File: config.mk
export PLATFORM = sky130hd
export DESIGN_NAME = quadratic_probe_hash_table_top
export DESIGN_NICKNAME = d
export VERILOG_FILES = /design/src/design/qpht_pkg.sv /design/src/design/quadratic_probe_hash_table_top.sv /design/src/design/qpht_datapath.sv /design/src/design/qpht_controller.sv
export SDC_FILE = /design/constraint.sdc
export NUM_CORES = 1
export LEC_CHECK = 0
export BUFFER_PORTS_ARGS = -buffer_cell sky130_fd_sc_hd__buf_2
export CAP_MARGIN = 20
export CORE_MARGIN = 2
export CORE_UTILIZATION = 31
export DETAILED_ROUTE_END_ITERATION = 10
export SKIP_LAST_GASP = 1
export SLEW_MARGIN = 20
export SYNTH_ARGS = -nofsm -noshare
export SYNTH_HDL_FRONTEND = slang
export SYNTH_HIERARCHICAL = 1
export SYNTH_SLANG_ARGS = --single-unit
File: constraint.sdc
create_clock -name clock -period 3.94 [get_ports clock]
set_clock_uncertainty 0.05 [all_clocks]
set_input_delay 0.394 -clock clock [delete_from_list [all_inputs] [get_ports clock]]
set_output_delay 0.394 -clock clock [all_outputs]
set_load 0.01 [all_outputs]
File: src/design/qpht_pkg.sv
// ----------------------------------------------------------------------------
// qpht_pkg
// Shared constants, codes and controller/datapath interface types for the
// quadratic-probe hash table.
// ----------------------------------------------------------------------------
package qpht_pkg;

   // Table geometry. The table size is a power of two, so the slot number of a
   // probe is the low bits of a running sum.
   localparam int TABLE_SIZE = 16;
   localparam int MAX_PROBES = 16;
   localparam int IDX_W      = $clog2(TABLE_SIZE);
   localparam int STEP_W     = $clog2(MAX_PROBES + 1);

   // Field widths.
   localparam int ACTION_W = 2;
   localparam int KEY_W    = 31;
   localparam int STATUS_W = 2;
   localparam int SLOT_W   = 4;

   // Action codes.
   localparam logic [ACTION_W-1:0] ACT_INSERT = 2'd0;
   localparam logic [ACTION_W-1:0] ACT_SEARCH = 2'd1;
   localparam logic [ACTION_W-1:0] ACT_DELETE = 2'd2;
   localparam logic [ACTION_W-1:0] ACT_UNUSED = 2'd3;

   // Status codes.
   localparam logic [STATUS_W-1:0] ST_OK        = 2'd0;
   localparam logic [STATUS_W-1:0] ST_NOT_FOUND = 2'd1;
   localparam logic [STATUS_W-1:0] ST_FULL      = 2'd2;

   // Commands from the controller to the datapath.
   typedef struct packed {
      logic                load;         // capture key, set home slot, step one
      logic                read;         // read the current slot
      logic                advance;      // move to the next probe slot
      logic                write_key;    // store the key in the current slot
      logic                write_clear;  // mark the current slot empty
      logic                respond;      // present a result transaction
      logic                use_slot;     // result carries the current slot
      logic [STATUS_W-1:0] status;       // result status code
   } dp_cmd_type;

   // Status from the datapath to the controller.
   typedef struct packed {
      logic req_key_zero;  // incoming key is zero
      logic held_empty;    // slot just read is empty
      logic held_match;    // slot just read holds the key
      logic last_probe;    // current probe is the last one allowed
   } dp_stat_type;

endpackage

File: src/design/quadratic_probe_hash_table_top.sv
// ----------------------------------------------------------------------------
// quadratic_probe_hash_table_top
// Open-addressed hash table whose probe offsets are running sums of squares: insert, search, delete.
//
//   Channel   Ports                                   Transfer
//   request   start, busy, req_action, req_key_value  start && !busy
//   response  rsp_valid, rsp_status, rsp_slot_index   rsp_valid, one cycle
//
// Each probe passes through a read state and a check state: the slot read is registered, then compared.
// An operation of p probes (1 to 16) keeps busy high from the accepting edge
// until the result strobes in the cycle busy falls; a new command can be
// accepted in that same cycle. A zero key or unused action answers in the
// next cycle without going busy. Reset empties all slots at once and drops any
// pending operation. The receiver cannot stall; results are never held.
// ----------------------------------------------------------------------------
module quadratic_probe_hash_table_top (
   input  logic                           clock,
   input  logic                           reset,
   input  logic                           start,
   output logic                           busy,
   input  logic [qpht_pkg::ACTION_W-1:0]  req_action,
   input  logic [qpht_pkg::KEY_W-1:0]     req_key_value,
   output logic                           rsp_valid,
   output logic [qpht_pkg::STATUS_W-1:0]  rsp_status,
   output logic [qpht_pkg::SLOT_W-1:0]    rsp_slot_index
);
   import qpht_pkg::*;

   dp_cmd_type  cmd;
   dp_stat_type stat;

   // Sequencer.
   qpht_controller u_ctrl (
      .clock      (clock),
      .reset      (reset),
      .start      (start),
      .req_action (req_action),
      .stat       (stat),
      .cmd        (cmd),
      .busy       (busy)
   );

   // Storage, probe arithmetic and result registers.
   qpht_datapath u_dp (
      .clock          (clock),
      .reset          (reset),
      .req_key_value  (req_key_value),
      .cmd            (cmd),
      .stat           (stat),
      .rsp_valid      (rsp_valid),
      .rsp_status     (rsp_status),
      .rsp_slot_index (rsp_slot_index)
   );

endmodule

File: src/design/qpht_datapath.sv
// ----------------------------------------------------------------------------
// qpht_datapath
// Slot storage, probe address sequencing, key compare and result registers.
// ----------------------------------------------------------------------------
module qpht_datapath (
   input  logic                         clock,
   input  logic                         reset,
   input  logic [qpht_pkg::KEY_W-1:0]   req_key_value,
   input  qpht_pkg::dp_cmd_type         cmd,
   output qpht_pkg::dp_stat_type        stat,
   output logic                         rsp_valid,
   output logic [qpht_pkg::STATUS_W-1:0] rsp_status,
   output logic [qpht_pkg::SLOT_W-1:0]  rsp_slot_index
);
   import qpht_pkg::*;

   logic [KEY_W-1:0]      key_ff, key_in;
   logic [IDX_W-1:0]      addr_ff, addr_in;
   logic [IDX_W-1:0]      sq_ff, sq_in;
   logic [STEP_W-1:0]     step_ff, step_in;
   logic [KEY_W-1:0]      slot_mem_ff [TABLE_SIZE];
   logic [TABLE_SIZE-1:0] valid_ff;
   logic [KEY_W-1:0]      rd_data_ff;
   logic                  rd_valid_ff;
   logic                  rsp_valid_ff;
   logic [STATUS_W-1:0]   rsp_status_ff;
   logic [SLOT_W-1:0]     rsp_slot_ff;

   // Probe sequencing: the squared step is kept modulo the table size and
   // grows by 2*step+1 each probe.
   always_comb begin
      key_in  = key_ff;
      addr_in = addr_ff;
      sq_in   = sq_ff;
      step_in = step_ff;
      if (cmd.load) begin
         key_in  = req_key_value;
         addr_in = req_key_value[IDX_W-1:0];
         sq_in   = IDX_W'(1);
         step_in = STEP_W'(1);
      end else if (cmd.advance) begin
         addr_in = addr_ff + sq_ff;
         sq_in   = sq_ff + {step_ff[IDX_W-2:0], 1'b1};
         step_in = step_ff + STEP_W'(1);
      end
   end

   always_ff @(posedge clock) begin
      key_ff  <= key_in;
      addr_ff <= addr_in;
      sq_ff   <= sq_in;
      step_ff <= step_in;
   end

   // Slot storage with registered read; the valid bits give the empty state.
   always_ff @(posedge clock) begin
      if (cmd.write_key) begin
         slot_mem_ff[addr_ff] <= key_ff;
      end
      if (cmd.read) begin
         rd_data_ff <= slot_mem_ff[addr_ff];
      end
   end

   always_ff @(posedge clock) begin
      if (reset) begin
         valid_ff    <= '0;
         rd_valid_ff <= 1'b0;
      end else begin
         if (cmd.write_key) begin
            valid_ff[addr_ff] <= 1'b1;
         end else if (cmd.write_clear) begin
            valid_ff[addr_ff] <= 1'b0;
         end
         if (cmd.read) begin
            rd_valid_ff <= valid_ff[addr_ff];
         end
      end
   end

   // Status back to the controller.
   always_comb begin
      stat.req_key_zero = (req_key_value == '0);
      stat.held_empty   = !rd_valid_ff;
      stat.held_match   = rd_valid_ff && (rd_data_ff == key_ff);
      stat.last_probe   = (step_ff == STEP_W'(MAX_PROBES));
   end

   // Result registers: one strobed transaction per operation.
   always_ff @(posedge clock) begin
      if (reset) begin
         rsp_valid_ff <= 1'b0;
      end else begin
         rsp_valid_ff <= cmd.respond;
      end
   end

   always_ff @(posedge clock) begin
      if (cmd.respond) begin
         rsp_status_ff <= cmd.status;
         rsp_slot_ff   <= cmd.use_slot ? SLOT_W'(addr_ff) : '0;
      end
   end

   assign rsp_valid      = rsp_valid_ff;
   assign rsp_status     = rsp_status_ff;
   assign rsp_slot_index = rsp_slot_ff;

endmodule

File: src/design/qpht_controller.sv
// ----------------------------------------------------------------------------
// qpht_controller
// Operation sequencer: accepts a command, walks the probe sequence one slot
// at a time and decides insert, search and delete outcomes.
// ----------------------------------------------------------------------------
module qpht_controller (
   input  logic                          clock,
   input  logic                          reset,
   input  logic                          start,
   input  logic [qpht_pkg::ACTION_W-1:0] req_action,
   input  qpht_pkg::dp_stat_type         stat,
   output qpht_pkg::dp_cmd_type          cmd,
   output logic                          busy
);
   import qpht_pkg::*;

   localparam logic [1:0] S_IDLE  = 2'd0;
   localparam logic [1:0] S_READ  = 2'd1;
   localparam logic [1:0] S_CHECK = 2'd2;

   logic [1:0]          state_ff, state_in;
   logic [ACTION_W-1:0] action_ff, action_in;

   // Next state and datapath commands.
   always_comb begin
      state_in  = state_ff;
      action_in = action_ff;
      cmd       = '0;
      cmd.status = ST_NOT_FOUND;
      case (state_ff)
         S_IDLE: begin
            if (start) begin
               if (req_action == ACT_UNUSED || stat.req_key_zero) begin
                  // Nothing to look up: answer at once.
                  cmd.respond = 1'b1;
                  cmd.status  = ST_NOT_FOUND;
               end else begin
                  cmd.load  = 1'b1;
                  action_in = req_action;
                  state_in  = S_READ;
               end
            end
         end
         S_READ: begin
            cmd.read = 1'b1;
            state_in = S_CHECK;
         end
         S_CHECK: begin
            if (action_ff == ACT_INSERT) begin
               if (stat.held_empty) begin
                  cmd.write_key = 1'b1;
                  cmd.respond   = 1'b1;
                  cmd.use_slot  = 1'b1;
                  cmd.status    = ST_OK;
                  state_in      = S_IDLE;
               end else if (stat.last_probe) begin
                  cmd.respond = 1'b1;
                  cmd.status  = ST_FULL;
                  state_in    = S_IDLE;
               end else begin
                  cmd.advance = 1'b1;
                  state_in    = S_READ;
               end
            end else begin
               if (stat.held_match) begin
                  cmd.write_clear = (action_ff == ACT_DELETE);
                  cmd.respond     = 1'b1;
                  cmd.use_slot    = 1'b1;
                  cmd.status      = ST_OK;
                  state_in        = S_IDLE;
               end else if (stat.held_empty || stat.last_probe) begin
                  cmd.respond = 1'b1;
                  cmd.status  = ST_NOT_FOUND;
                  state_in    = S_IDLE;
               end else begin
                  cmd.advance = 1'b1;
                  state_in    = S_READ;
               end
            end
         end
         default: begin
            state_in = S_IDLE;
         end
      endcase
   end

   always_ff @(posedge clock) begin
      if (reset) begin
         state_ff <= S_IDLE;
      end else begin
         state_ff <= state_in;
      end
   end

   always_ff @(posedge clock) begin
      action_ff <= action_in;
   end

   assign busy = (state_ff != S_IDLE);

endmodule

; ---- Word-level counts from Yosys, hierarchy flattened
; Memory sizes are Yosys's and may differ from the RTL's. A register that Yosys moved wholly into a read port is not among the register bits.
; Index checks and enable logic that the tools add are counted.
; W data, S select, Z words.
[word_totals]
ff_bits = 72
ram_bits = 496
input_bits = 36
out_inout_bits = 8
word_cells = 87
mem_count = 1
[classes]
addsub = 3
magnitude_cmp = 2
eq_ne = 8
n_mux = 45
n_bitwise = 4
reduce_logical = 13
[mem_list]
columns = name, depth, width, rd, rd_ports_with_merged_regs, wr, line_no
row1 = u_dp.slot_mem_ff, 16, 31, 1, 1, 1, qpht_datapath.sv:21  ; logic [KEY_W-1:0] slot_mem_ff [TABLE_SIZE];
[ops]
columns = operator, count
row1 = $mux W16, 2
row2 = $eq A31 B31 Y1, 1
row3 = $logic_not A31 Y1, 1
row4 = $mux W1, 29
row5 = $and A16 B16 Y16, 1
row6 = $not A16 Y16, 1
row7 = $or A16 B16 Y16, 1
row8 = $mux W2, 6
row9 = $mux W4, 3
row10 = $add A4 B4 Y4, 2
row11 = $eq A2 B2 Y1 const B, 3
row12 = $pmux W2 S3, 1
row13 = $reduce_bool A2 Y1, 3
row14 = $add A5 B1 Y5 const B, 1
row15 = $eq A5 B5 Y1 const B, 1
row16 = $lt A4 B5 Y1 const B, 1
row17 = $bmux W1 S4, 1
row18 = $demux W1 S4, 1
row19 = $ge A4 B1 Y1 const B, 1
row20 = $logic_not A2 Y1, 2
row21 = $ne A2 B2 Y1 const B, 2
row22 = $mux W3, 1
row23 = $reduce_and A3 Y1, 1
row24 = $eq A2 B1 Y1 const B, 1
row25 = other kinds (6), 8

; ---- Longest topological paths before layout
; Gate-level depths: netlist of the first run.
[logic_depth]
word_depth = 8
depth_mapped = 11
ltp_nobuf = 10

; ---- Modules after synthesis
; Netlist of the first run, hierarchy kept.
[by_module_without_submodules]
columns = mod, n_inst, cells_per_inst, area_per_inst_um2, seq_area_each_um2
row1 = qpht_datapath, 1, 1004, 22705.5, 17596.9
row2 = qpht_controller, 1, 30, 264.0, 100.1

; ---- Worst setup path after synthesis of the first run
; No wires, ideal clock.
[synth_path]
path_kind = input-to-reg
from = input port req_key_value[10] (netlist bit)
to = register u_dp.addr_ff[2] (data pin)
setup_ns = 0.269
t_arrival_ns = 2.895
required_ns = 3.621
slack_ns = 0.726
path_stages = 9
n_path_buf = 2
cell_sequence = nor4_1 -> nand4_1 -> nor2_1 -> a21oi_2 -> nand2_1 -> nor2_1 -> clkbuf_1 -> clkbuf_1 -> o21ai_0
[synth_rtl]
columns = item, line_no
row1 = start: declaration, quadratic_probe_hash_table_top.sv:22  ; input logic [qpht_pkg::KEY_W-1:0] req_key_value,
row2 = end signal: assignment, qpht_datapath.sv:50  ; addr_ff <= addr_in;
row3 = end: declaration, qpht_datapath.sv:18  ; logic [IDX_W-1:0] addr_ff, addr_in;

==> results of run 1 <==
stage by stage:
stage	total power [mW]	setup slack [ns]
detailed placement	8.11	0.526
finish	13.7	0.528
global placement	8.10	0.527
CTS	13.8	0.474
global route	14.2	0.152
floorplan	7.84	0.726
worst register-to-register path: stages, from the launching register on:
cell      delay (ns)
edfxtp_1        0.59
xor2_1          0.26
nor4_1          0.53
nand4_1         0.26
nor4_1          0.39
buf_4           0.21
nand2_1         0.05
nor3_1          0.39
nand2_1         0.21
o21ai_0         0.23
a21oi_1         0.09
power groups by stage:
stage          combinational [mW]  clock (mW)  sequential, mW
2_1_floorplan               0.582           0            7.26
3_3_place_gp                0.801           0            7.30
3_5_place_dp                0.809           0            7.31
4_1_cts                     0.838        5.84            7.17
5_1_grt                     0.881        6.10            7.18
6_report                    0.820        5.71            7.17
per-layer routing:
layer  track usage (%)  share of wire [%]  up-vias
met3              2.50                5.5       76
li1                  -                  -     4572
met4              3.59                2.3        0
met5                 0                  0        -
met1              17.0                 40     5844
met2              24.1                 52      318
cells in the final DEF (no fill, tap or decap), drive strengths merged, types with 6 or more instances in the layout:
master / n
edfxtp: 570
mux4: 158
buf: 89
clkbuf: 66
dlygate4sd3: 32
dfxtp: 29
xor2: 29
inv: 26
clkinv: 25
nand2: 23
a21oi: 20
o21ai: 19
nor4: 15
nor2: 15
xnor2: 11
clkinvlp: 9
nand3: 9
bufinv: 8
nand4: 7
ha: 7
nor2b: 7
nand2b: 6
worst paths after layout:
check,start,to,cells after the start
worst max-delay path,u_dp/key_ff[25]$_DFFE_PP_,flip-flop,10
worst min-delay path,req_key_value[3],u_dp/key_ff[3]$_DFFE_PP_,1
worst max register to register,u_dp/key_ff[25]$_DFFE_PP_,flip-flop,10
worst min register to register,flip-flop,flip-flop,2
cells by family (layout without fill, tap and decap cells):
| group | count (synthesis) | in the layout |
|---|---|---|
| flops | 599 | 599 |
| compound gates | 48 | 48 |
| xor+xnor | 40 | 40 |
| simple gates | 102 | 102 |
| mux | 166 | 166 |
| fa+ha+maj | 9 | 9 |
| buf+inv | 70 | 255 |
final cells by class:
class	instances	area, um^2	share of cell area (%)
sequential	599	17700	65.9
timing repair buffer	121	943	3.51
inverter	24	90.1	0.335
multi-input combinational	365	4960	18.4
clock buffer	66	1520	5.67
clock inverter	44	455	1.70
tap	959	1200	4.47
state kept, by name, indices dropped and copies added (netlist names), named ones only:
name	cells
u_dp/slot_mem_ff	496
u_dp/sq_ff	4
u_dp/rsp_status	2
u_ctrl/action_ff	2
u_dp/addr_ff	4
u_ctrl/state_ff	2
u_dp/rd_valid_ff	1
u_dp/rd_data_ff	31
u_dp/rsp_valid	1
u_dp/step_ff	5
u_dp/rsp_slot_index	4
u_dp/key_ff	31
what timing repair did:
| item | CTS | global route |
|---|---|---|
| hold endpoints to repair | 32 | 0 |
| hold buffers | 32 | 0 |
| setup endpoints to repair | 0 | 0 |
| gates resized for setup | 0 | 0 |
==> out/summary.txt, run 1 <==
TIMING
--------------------------------------------------------------------------------------------------
Worst-Margin Slew                                                                          1.01 ns
Sum Neg Setup Slack                                                                           0 ns
Pins over their slew limit                                                                       0
Setup repair after global routing missed its margin                                          false
Worst relative slew slack                                                                    32.7%
Total count of hold-check failures in the final report                                           0
Tcrit/Tclk final                                                                             86.6%
Max frequency                                                                              293 MHz
Final setup viols                                                                                0
Post-layout minimum cycle time                                                             3.41 ns
Final-layout worst hold slack                                                            0.0184 ns

PLACED DESIGN
--------------------------------------------------------------------------------------------------
Port buffer count                                                                               43
Instance area after placement                                                           24600 um^2
Dpl cells                                                                                     2036
Final RePlAce weighted congestion                                                            0.763
Sum of net half-perimeters after detailed placement                                        29.7 mm

WORST SETUP PATH
--------------------------------------------------------------------------------------------------
Launching element type of the critical path                                              flip-flop
Kind of capture point of the worst setup path                                            flip-flop
Largest stage delay on the critical path                                                   0.59 ns
Maximum net fanout on the critical path                                                         17
Critical path buffers and inverters                                                              1
Register-to-Register Setup Slack                                                           0.53 ns
Slowest CP cell                                                                           edfxtp_1
Crit path cell chain                                                                  xor2_1 > nor4_1 > nand4_1 > nor4_1 > buf_4 > nand2_1 > nor3_1 > nand2_1 > o21ai_0 > a21oi_1
Critical path required time                                                                4.37 ns
Family of cells with the greatest summed delay on the critical path                   simple AND/OR/NAND/NOR gates
Crit Path Category                                                                         reg2reg
Data arrival time at the worst-slack endpoint                                              3.85 ns

FINISH
--------------------------------------------------------------------------------------------------
Filler cells                                                                                  6586
Share of the core filled with cells                                                          36.7%
Total inserted antenna cells                                                                     0
Final standard cell count with taps included and fillers excluded                             2178
Growth of design area from synthesis to finish                                               17.0%
Finished layout cell area                                                               26900 um^2
Net count of the finished layout                                                              1215
Ratio of cells with drive above 1 in the final layout                                        30.2%

GLOBAL ROUTE
--------------------------------------------------------------------------------------------------
Wire length of the first global-routing pass                                               76.3 mm
Number of global-route vias before repair                                                    11400
Antenna violations before repair                                                                 1
Pin count of the biggest net entering global routing                                           105
GRT overflow                                                                                     0
Global-route usage over all layers                                                           13.6%

LOGIC SYNTHESIS
--------------------------------------------------------------------------------------------------
Leading area contributor after synthesis                                                  edfxtp_1
Ranking of synthesized cells by area                                                  edfxtp_1 75%, mux4_2 15%, dfxtp_1 2.5%
Synthesized Nets                                                                              1079
Primary flip-flop cell chosen by synthesis mapping                                        edfxtp_1
Most frequently used cell type in the post-synthesis netlist                              edfxtp_1
Number of enable flip-flop cells after synthesis                                               570
Simple-gate area share of the yosys netlist                                                  2.39%
Post-synthesis area per instance                                                         22.2 um^2
Synthesized area                                                                        23000 um^2
Area share of fa/ha/maj cells after synthesis                                               0.556%
Asr flop ratio synth                                                                            0%
Total number of yosys warnings                                                                   6
Gate count after technology mapping                                                           1034
Yosys top cell area share                                                                    74.5%
Multiplexer fraction of the synthesized cell area                                            15.9%
Leading post-synthesis cells by instance count                                        570 x edfxtp_1, 158 x mux4_2, 29 x dfxtp_1, 29 x xor2_1
Post-synthesis xor/xnor area fraction                                                        1.53%
Compound-cell area share of the yosys netlist                                                1.18%
Cell variety after synth                                                                        44
Largest family of logic cells by synthesized area                                     multiplexers
Fraction of the yosys area taken by sequential cells                                         77.0%
#FFs+latches synth                                                                             599

POWER AND IR DROP
--------------------------------------------------------------------------------------------------
Switching portion of total power                                                             21.3%
Sequential power share                                                                       52.3%
Net switching power figure                                                                 2.91 mW
Clock group share of total power                                                             41.7%
Proportion of power drawn by combinational gates                                              6.0%
Leakage component of the power                                                             8.53 nW
Highest ir drop seen on vdd                                                               0.320 mV
Internal                                                                                   10.8 mW
Cell area power density                                                                510 nW/um^2

CLOCK TREE
--------------------------------------------------------------------------------------------------
Setup Fix Bufs, Post-CTS                                                                         0
Clock transition time at the flip-flop clock pins of the worst setup and hold paths        0.06 ns
Clock Sinks                                                                                    599
Deepest clock path buffer count                                                                  3
Number of levels in the clock H-tree                                                             2
Source-to-sink clock delay at the later pin of the worst-skew pair                         0.63 ns
CTS tree                                                                                      done
Clock root buffer                                                                        clkbuf_16
Cts bufs inserted                                                                               59

ROUTE
--------------------------------------------------------------------------------------------------
Number of search-and-repair iterations in the first detailed-routing pass                        5
DRC marker count from the first detailed-route iteration                                       934
Drt wl/cell                                                                                23.9 um
Vias after detailed routing                                                                  10800
Total wirelength of the detailed-routed design                                             52.0 mm
Drt drc                                                                                          0
Routed via count divided by cell count                                                        4.96
Number of antenna-violating nets in the routed design                                            0

FLOORPLAN
--------------------------------------------------------------------------------------------------
Die height                                                                                  276 um
X dimension of the die                                                                      276 um
Initial cell density of the core                                                             31.4%
Number of primary I/O pins                                                                      44
Number of rows in the core area                                                                 99
Standard cell core area                                                                 73200 um^2
Die Area                                                                                76300 um^2

FLOW RUN
--------------------------------------------------------------------------------------------------
Number of max-cap violations                                                                     0

OUTCOME
--------------------------------------------------------------------------------------------------
Run status                                                                            finished, final reports clean

HOLD PATH
--------------------------------------------------------------------------------------------------
Worst hold path class                                                                       in2reg

Note: power is estimated with default switching activity, not from simulation.
==> run 2, diff against run 1 <==
Settings changed: CAP_MARGIN 20 to default, CORE_MARGIN 2 to default.
==> run 2 against run 1 <==
  * Non-clock buffer count is 5 higher
  * Sequential power hardly changed
  * Fmax is 3.5% higher
  * Routed wire length is 3.0% higher
  * Global-route usage is 0.89 points higher
  * Critical path depth is 1 lower
  * Die area is 1.4% lower
==> out/summary.txt, run 2 (synthesis gave the netlist of run 1 again) <==
GLOBAL ROUTE
--------------------------------------------------------------------------------------------------
Wire length of the first global-routing pass                                               78.0 mm   +2.2%
GRT overflow                                                                                     0   unchanged
Global-route usage over all layers                                                           14.5%   +0.89 points
Number of global-route vias before repair                                                    11400   -0.061%
Pin count of the biggest net entering global routing                                           106   +0.95%
Antenna violations before repair                                                                 0   -1

WORST SETUP PATH
--------------------------------------------------------------------------------------------------
Kind of capture point of the worst setup path                                            flip-flop
Crit Path Category                                                                         reg2reg
Start of the worst register-to-register path                                          u_dp/key_ff[30]$_DFFE_PP_
Launching element type of the critical path                                              flip-flop
Slowest CP cell                                                                           edfxtp_1
Data arrival time at the worst-slack endpoint                                              3.61 ns   -0.24 ns
Critical path origin                                                                  u_dp/key_ff[30]$_DFFE_PP_
Cell depth of the worst flop-to-flop path                                                        9   -1
Family of cells with the greatest summed delay on the critical path                   simple AND/OR/NAND/NOR gates
Maximum net fanout on the critical path                                                         17   unchanged
Critical path buffers and inverters                                                              1   unchanged
Largest stage delay on the critical path                                                   0.64 ns   +0.05 ns
Setup crit end                                                                        u_dp/addr_ff[2]$_DFFE_PP_
Most repeated library cell on the critical path                                             nor4_1
Register-to-Register Setup Slack                                                           0.64 ns   +0.12 ns
Crit path cell chain                                                                  xor2_1 > nor4_1 > nand4_1 > nor4_1 > buf_4 > o21ai_2 > nand2_1 > nor2_1 > or2_2
Worst r2r dst                                                                         u_dp/addr_ff[2]$_DFFE_PP_
CP Depth                                                                                         9   -1
Critical path required time                                                                4.26 ns   -0.11 ns

CLOCK TREE
--------------------------------------------------------------------------------------------------
Setup Fix Bufs, Post-CTS                                                                         0   unchanged
CTS tree                                                                                      done
Source-to-sink clock delay at the later pin of the worst-skew pair                         0.62 ns   about the same
Clock Sinks                                                                                    599   unchanged
Clock transition time at the flip-flop clock pins of the worst setup and hold paths        0.06 ns   about the same
Deepest clock path buffer count                                                                  3   unchanged
Number of levels in the clock H-tree                                                             2   unchanged
Cts bufs inserted                                                                               59   unchanged
Clock root buffer                                                                        clkbuf_16
Count of hold buffers inserted by post-cts repair                                               32   unchanged
Post-CTS resize count                                                                            0   unchanged

TIMING
--------------------------------------------------------------------------------------------------
Worst Slack Setup Final                                                                   0.645 ns   +0.116 ns
Tcrit/Tclk final                                                                             83.6%   -3.0 points
Max frequency                                                                              303 MHz   +3.5%
Worst-Margin Slew                                                                         0.898 ns   -0.110 ns
Final setup viols                                                                                0   unchanged
Post-layout minimum cycle time                                                             3.30 ns   -0.116 ns
Final-layout worst hold slack                                                            0.0419 ns   +0.0235 ns
Total count of hold-check failures in the final report                                           0   unchanged
Worst relative slew slack                                                                    39.9%   +7.3 points
Setup repair after global routing missed its margin                                          false
Pins over their slew limit                                                                       0   unchanged
Sum Neg Setup Slack                                                                           0 ns   unchanged

PLACED DESIGN
--------------------------------------------------------------------------------------------------
Sum of net half-perimeters after detailed placement                                        31.2 mm   +5.0%
Final RePlAce weighted congestion                                                            0.802   +5.1%
Port buffer count                                                                               43   unchanged
Dpl ws                                                                                    0.569 ns   +0.0435 ns

POWER AND IR DROP
--------------------------------------------------------------------------------------------------
Highest ir drop seen on vdd                                                               0.359 mV   +12%
Net switching power figure                                                                 2.85 mW   -2.0%
Cell area power density                                                                497 nW/um^2   -2.6%
Leakage component of the power                                                             8.50 nW   -0.30%
Proportion of power drawn by combinational gates                                              6.3%   +0.3 points
Sequential power share                                                                       53.8%   +1.5 points
Switching portion of total power                                                             21.4%   +0.14 points
Internal                                                                                   10.5 mW   -2.8%
Clock group share of total power                                                             40.0%   -1.7 points

FINISH
--------------------------------------------------------------------------------------------------
Filler cells                                                                                  6617   +0.47%
Area of the multi-input gates                                                            4960 um^2   unchanged
Flip-flop count of the largest register, all copies and words added                            496   unchanged
Registers with the highest flip-flop counts                                           u_dp/slot_mem_ff: 496 flops, u_dp/key_ff: 31 flops, u_dp/rd_data_ff: 31 flops
Register with the highest flop count                                                  u_dp/slot_mem_ff
Ratio of cells with drive above 1 in the final layout                                        29.3%   -0.86 points
Most frequent cells in the layout                                                     570 x edfxtp_1, 158 x mux4_2, 60 x clkbuf_16, 43 x buf_2, 38 x buf_4
Growth of design area from synthesis to finish                                               16.9%   about the same
Net count of the finished layout                                                              1220   +0.41%
Most frequent standard cell in the layout excluding fill and tap cells                    edfxtp_1
Total inserted antenna cells                                                                     0   unchanged
Area occupied by registers                                                              17700 um^2   unchanged

FLOORPLAN
--------------------------------------------------------------------------------------------------
Die height                                                                                  274 um   -0.72%
Standard cell core area                                                                 73100 um^2   -0.17%
Number of primary I/O pins                                                                      44   unchanged
Die Area                                                                                75200 um^2   -1.4%
Initial cell density of the core                                                             31.4%   +0.053 points
Number of rows in the core area                                                                 99   unchanged
X dimension of the die                                                                      274 um   -0.72%

HOLD PATH
--------------------------------------------------------------------------------------------------
Worst hold path class                                                                       in2reg

ROUTE
--------------------------------------------------------------------------------------------------
DRC marker count from the first detailed-route iteration                                       908   -2.8%
Detailed route wirelength on metal3                                                        2.92 mm   +2.7%
Routed via count divided by cell count                                                        4.98   +0.38%
Met2 wirelength from detailed routing                                                      27.4 mm   +0.93%
Max layer used                                                                                met4
Number of antenna-violating nets in the routed design                                            0   unchanged
Number of search-and-repair iterations in the first detailed-routing pass                        5   unchanged
Total wirelength of the detailed-routed design                                             53.5 mm   +3.0%
Drt wl/cell                                                                                24.5 um   +2.7%
Drt drc                                                                                          0   unchanged
Vias after detailed routing                                                                  10900   +0.61%
Wl on met1                                                                                 21.7 mm   +4.4%

FLOW RUN
--------------------------------------------------------------------------------------------------
Number of max-cap violations                                                                     0   unchanged

OUTCOME
--------------------------------------------------------------------------------------------------
Run status                                                                            finished, final reports clean

==> run 2: changes by cell type in the layout (fill, tap and decap cells not counted), sizes merged <==
cell	change
clkinv	-4
inv	-1
clkinvlp	-2
clkbuf	+12
bufinv	-5
buf	+5
==> run 2: power groups by stage <==
stage / sequential, mW / clock, mW / combinational, mW
floorplan: 7.26 / 0 / 0.582
global route: 7.18 / 5.70 / 0.900
finish: 7.17 / 5.33 / 0.840
CTS: 7.17 / 5.44 / 0.858
global placement: 7.30 / 0 / 0.826
detailed placement: 7.30 / 0 / 0.830
==> run 2: area by class of cell <==
cell class              count  share of cell area (%)
repair buffers            126                    4.03
clock buffers              78                    5.84
well taps                 959                    4.47
clock inverters            32                   0.951
multi-input cells         365                    18.5
flip-flops and latches    599                    65.9
inverters                  24                   0.336
==> run 2: metrics by stage <==
stage | instances | power (mW) | area (um^2) | utilization (%)
final | 2183 | 13.3 | 26800 | 36.7
after global routing | 2183 | 13.8 | 26800 | 36.7
after CTS | 2183 | 13.5 | 26800 | 36.7
after detailed placement | 2041 | 8.14 | 24700 | 33.8
after global placement | 2041 | 8.12 | 24700 | 33.8
after floorplan | 1034 | 7.84 | 23000 | -
==> run 2: worst min-delay path by stage <==
stage | startpoint | endpoint | slack [ns] | cells past startpoint
6_report | req_key_value[3] | u_dp/key_ff[3]$_DFFE_PP_ | 0.04 | 1
4_1_cts | req_key_value[3] | u_dp/key_ff[3]$_DFFE_PP_ | 0.02 | 1
5_1_grt | req_key_value[3] | u_dp/key_ff[3]$_DFFE_PP_ | 0.02 | 1
3_3_place_gp | flip-flop | flip-flop | 0.41 | 2
2_1_floorplan | u_ctrl/state_ff[0]$_SDFFE_PP0P_ | u_ctrl/state_ff[0]$_SDFFE_PP0P_ | 0.39 | 1
3_5_place_dp | flip-flop | flip-flop | 0.43 | 2
==> run 2: layer usage <==
layer  up-vias  track usage [%]
li1       4584                -
met1      5825             18.7
met2       370             24.9
met3        97             2.13
met4         0             4.78
met5         -                0
==> run 3, diff against run 2 <==
Clock period 3.94 ns to 2.7 ns, I/O delays scaled along.
==> run 3 against run 2 <==
  * Register-to-register slack got worse by 0.50 ns
  * Clock power increased by 59%
  * The flow now finishes with violations (design-rule violations)
  * First-iteration DRC count increased by 6.7%
  * Die area unchanged
  * Sequential power increased by 45%
  * Hold slack improved by 0.29 ns
  * Design area increased by 3.5%
  * Core utilization increased by 1.3 points
  * Via count increased by 0.99%
  * Total power increased by 52%
  * Setup slack got worse by 0.50 ns
  * Final cell count increased by 2.8%
==> out/summary.txt, run 3 (synthesis gave the netlist of run 1 again) <==
OUTCOME
--------------------------------------------------------------------------------------------------
Run status                                                                            complete, but fails checks
Failing checks                                                                        design-rule violations

CLOCK TREE
--------------------------------------------------------------------------------------------------
CTS tree                                                                                      done
Clock root buffer                                                                        clkbuf_16
Deepest clock path buffer count                                                                  3   unchanged
Cts bufs inserted                                                                               61   +3.4%
Clock transition time at the flip-flop clock pins of the worst setup and hold paths        0.06 ns   about the same
Clock Sinks                                                                                    599   unchanged
Number of levels in the clock H-tree                                                             2   unchanged
Source-to-sink clock delay at the later pin of the worst-skew pair                         0.64 ns   +0.02 ns

ROUTE
--------------------------------------------------------------------------------------------------
Total wirelength of the detailed-routed design                                             53.0 mm   -0.99%
Vias after detailed routing                                                                  11000   +0.99%
Number of antenna-violating nets in the routed design                                            0   unchanged
Drt drc                                                                                          2   +2
Drt wl/cell                                                                                23.6 um   -3.7%
Number of search-and-repair iterations in the first detailed-routing pass                        8   +3
Routed via count divided by cell count                                                        4.89   -1.8%
DRC marker count from the first detailed-route iteration                                       969   +6.7%

WORST SETUP PATH
--------------------------------------------------------------------------------------------------
Kind of capture point of the worst setup path                                            flip-flop
Launching element type of the critical path                                              flip-flop
Start of the worst register-to-register path                                          u_dp/key_ff[6]$_DFFE_PP_
Register-to-Register Setup Slack                                                           0.14 ns   -0.50 ns
Cell depth of the worst flop-to-flop path                                                       11   +2
Crit Path Category                                                                         reg2reg
Data arrival time at the worst-slack endpoint                                              3.00 ns   -0.61 ns
Critical path buffers and inverters                                                              2   +1
Crit path cell chain                                                                  xor2_1 > nor4_1 > nand2_1 > nor4_2 > buf_4 > nand2_1 > nor3_1 > buf_4 > nand3_1 > o21ai_0 > a21oi_1
Largest stage delay on the critical path                                                   0.46 ns   -0.18 ns
Critical path required time                                                                3.14 ns   -1.12 ns
Slowest CP cell                                                                           edfxtp_1
Critical path origin                                                                  u_dp/key_ff[6]$_DFFE_PP_
Family of cells with the greatest summed delay on the critical path                   simple AND/OR/NAND/NOR gates
Maximum net fanout on the critical path                                                          6   -11

FLOORPLAN
--------------------------------------------------------------------------------------------------
Number of rows in the core area                                                                 99   unchanged
X dimension of the die                                                                      274 um   unchanged
Die Area                                                                                75200 um^2   unchanged
Initial cell density of the core                                                             31.4%   unchanged
Die height                                                                                  274 um   unchanged
Number of primary I/O pins                                                                      44   unchanged
Standard cell core area                                                                 73100 um^2   unchanged

HOLD PATH
--------------------------------------------------------------------------------------------------
Worst hold path class                                                                       in2reg
Startpoint of the worst hold path                                                     req_key_value[7]
WHS Path Cells                                                                                   2   +1
Endpoint with the worst hold slack                                                    u_dp/key_ff[7]$_DFFE_PP_

FINISH
--------------------------------------------------------------------------------------------------
Net count of the finished layout                                                              1281   +5.0%
Final standard cell count with taps included and fillers excluded                             2245   +2.8%
Most frequent standard cell in the layout excluding fill and tap cells                    edfxtp_1
Most frequent cells in the layout                                                     570 x edfxtp_1, 158 x mux4_2, 74 x buf_4, 61 x clkbuf_16, 43 x buf_2
Register with the highest flop count                                                  u_dp/slot_mem_ff
Growth of design area from synthesis to finish                                               21.0%
Filler cells                                                                                  6541   -1.1%
Registers with the highest flip-flop counts                                           u_dp/slot_mem_ff: 496 flops, u_dp/key_ff: 31 flops, u_dp/rd_data_ff: 31 flops
Flip-flop count of the largest register, all copies and words added                            496   unchanged
Total inserted antenna cells                                                                     0   unchanged
Ratio of cells with drive above 1 in the final layout                                        33.9%   +4.6 points

TIMING
--------------------------------------------------------------------------------------------------
Final setup viols                                                                                0   unchanged
Post-layout minimum cycle time                                                             2.56 ns   -0.737 ns
Worst relative slew slack                                                                    47.7%   +7.7 points
Final-layout worst hold slack                                                             0.335 ns   +0.293 ns
Sum Neg Setup Slack                                                                           0 ns   unchanged
Worst Slack Setup Final                                                                   0.142 ns   -0.503 ns
Worst-Margin Slew                                                                         0.785 ns   -0.112 ns
Total count of hold-check failures in the final report                                           0   unchanged
Pins over their slew limit                                                                       0   unchanged
Setup repair after global routing missed its margin                                           true
Max frequency                                                                              391 MHz   +29%
Tcrit/Tclk final                                                                             94.7%   +11 points

GLOBAL ROUTE
--------------------------------------------------------------------------------------------------
GRT overflow                                                                                     0   unchanged
Antenna violations before repair                                                                 1   +1
Wire length of the first global-routing pass                                               78.0 mm   unchanged
Pin count of the biggest net entering global routing                                            42   -60%
Global-route usage over all layers                                                           14.3%   -0.10 points
Number of global-route vias before repair                                                    11600   +1.6%

PLACED DESIGN
--------------------------------------------------------------------------------------------------
Port buffer count                                                                               43   unchanged
Dpl ws                                                                                  -0.0954 ns   -0.664 ns
Sum of net half-perimeters after detailed placement                                        30.9 mm   -1.0%
Final RePlAce weighted congestion                                                            0.778   -3.0%
Dpl cells                                                                                     2090   +2.4%

POWER AND IR DROP
--------------------------------------------------------------------------------------------------
Highest ir drop seen on vdd                                                               0.568 mV   +58%
Cell area power density                                                                730 nW/um^2   +47%
Leakage component of the power                                                             8.99 nW   +5.7%

FLOW RUN
--------------------------------------------------------------------------------------------------
Number of max-cap violations                                                                     0   unchanged

-- run 3: layer usage --
metal  part of all wire (%)  wire (um)  GRT usage, %
met1                     41      21700          18.2
met2                     53      27900          25.5
met3                    4.4       2350          2.06
met4                    1.9       1010          3.79
met5                  0.015          8             0
-- run 3: power by group --
part,total [mW],internal [mW],switching (mW)
sequential,10.4,10.3,0.0776
combinational,1.42,0.709,0.710
clock,8.49,4.92,3.56
-- run 3: per-stage QoR --
stage	instance area, um^2	power (mW)	util (%)
finish	27800	20.3	38.0
global route	27800	20.9	38.0
CTS	27700	20.5	37.9
detailed placement	25300	12.0	34.6
global placement	25300	11.9	34.6
floorplan	23000	11.4	-
-- run 3: worst max-delay path by stage --
stage          depth (start not counted)                         to  slack, ns
2_1_floorplan                          9  u_dp/addr_ff[0]$_DFFE_PP_       0.02
3_3_place_gp                          11                  flip-flop      -0.17
5_1_grt                               11                  flip-flop      -0.02
4_1_cts                               11                  flip-flop      0.007
6_report                              11                  flip-flop       0.14
3_5_place_dp                          11                  flip-flop       -0.1
-- run 3: timing repair --
action / in CTS / in global routing
pin swaps: 0 / 2
hold buffers: 35 / 0
gates resized for setup: 1 / 7
endpoints found under the hold margin: 53 / 0
setup endpoints to repair: 31 / 31
cloned: 0 / 0
setup buffers: 0 / 7
-- run 3: cell type report --
class,instances,area (um^2),share of cell area (%)
inverters,24,90.1,0.324
clock buffers,69,1560,5.60
multi-input cells,365,5000,18.0
repair buffers,185,1780,6.41
clock inverters,44,474,1.71
well taps,959,1200,4.32
flip-flops and latches,599,17700,63.7
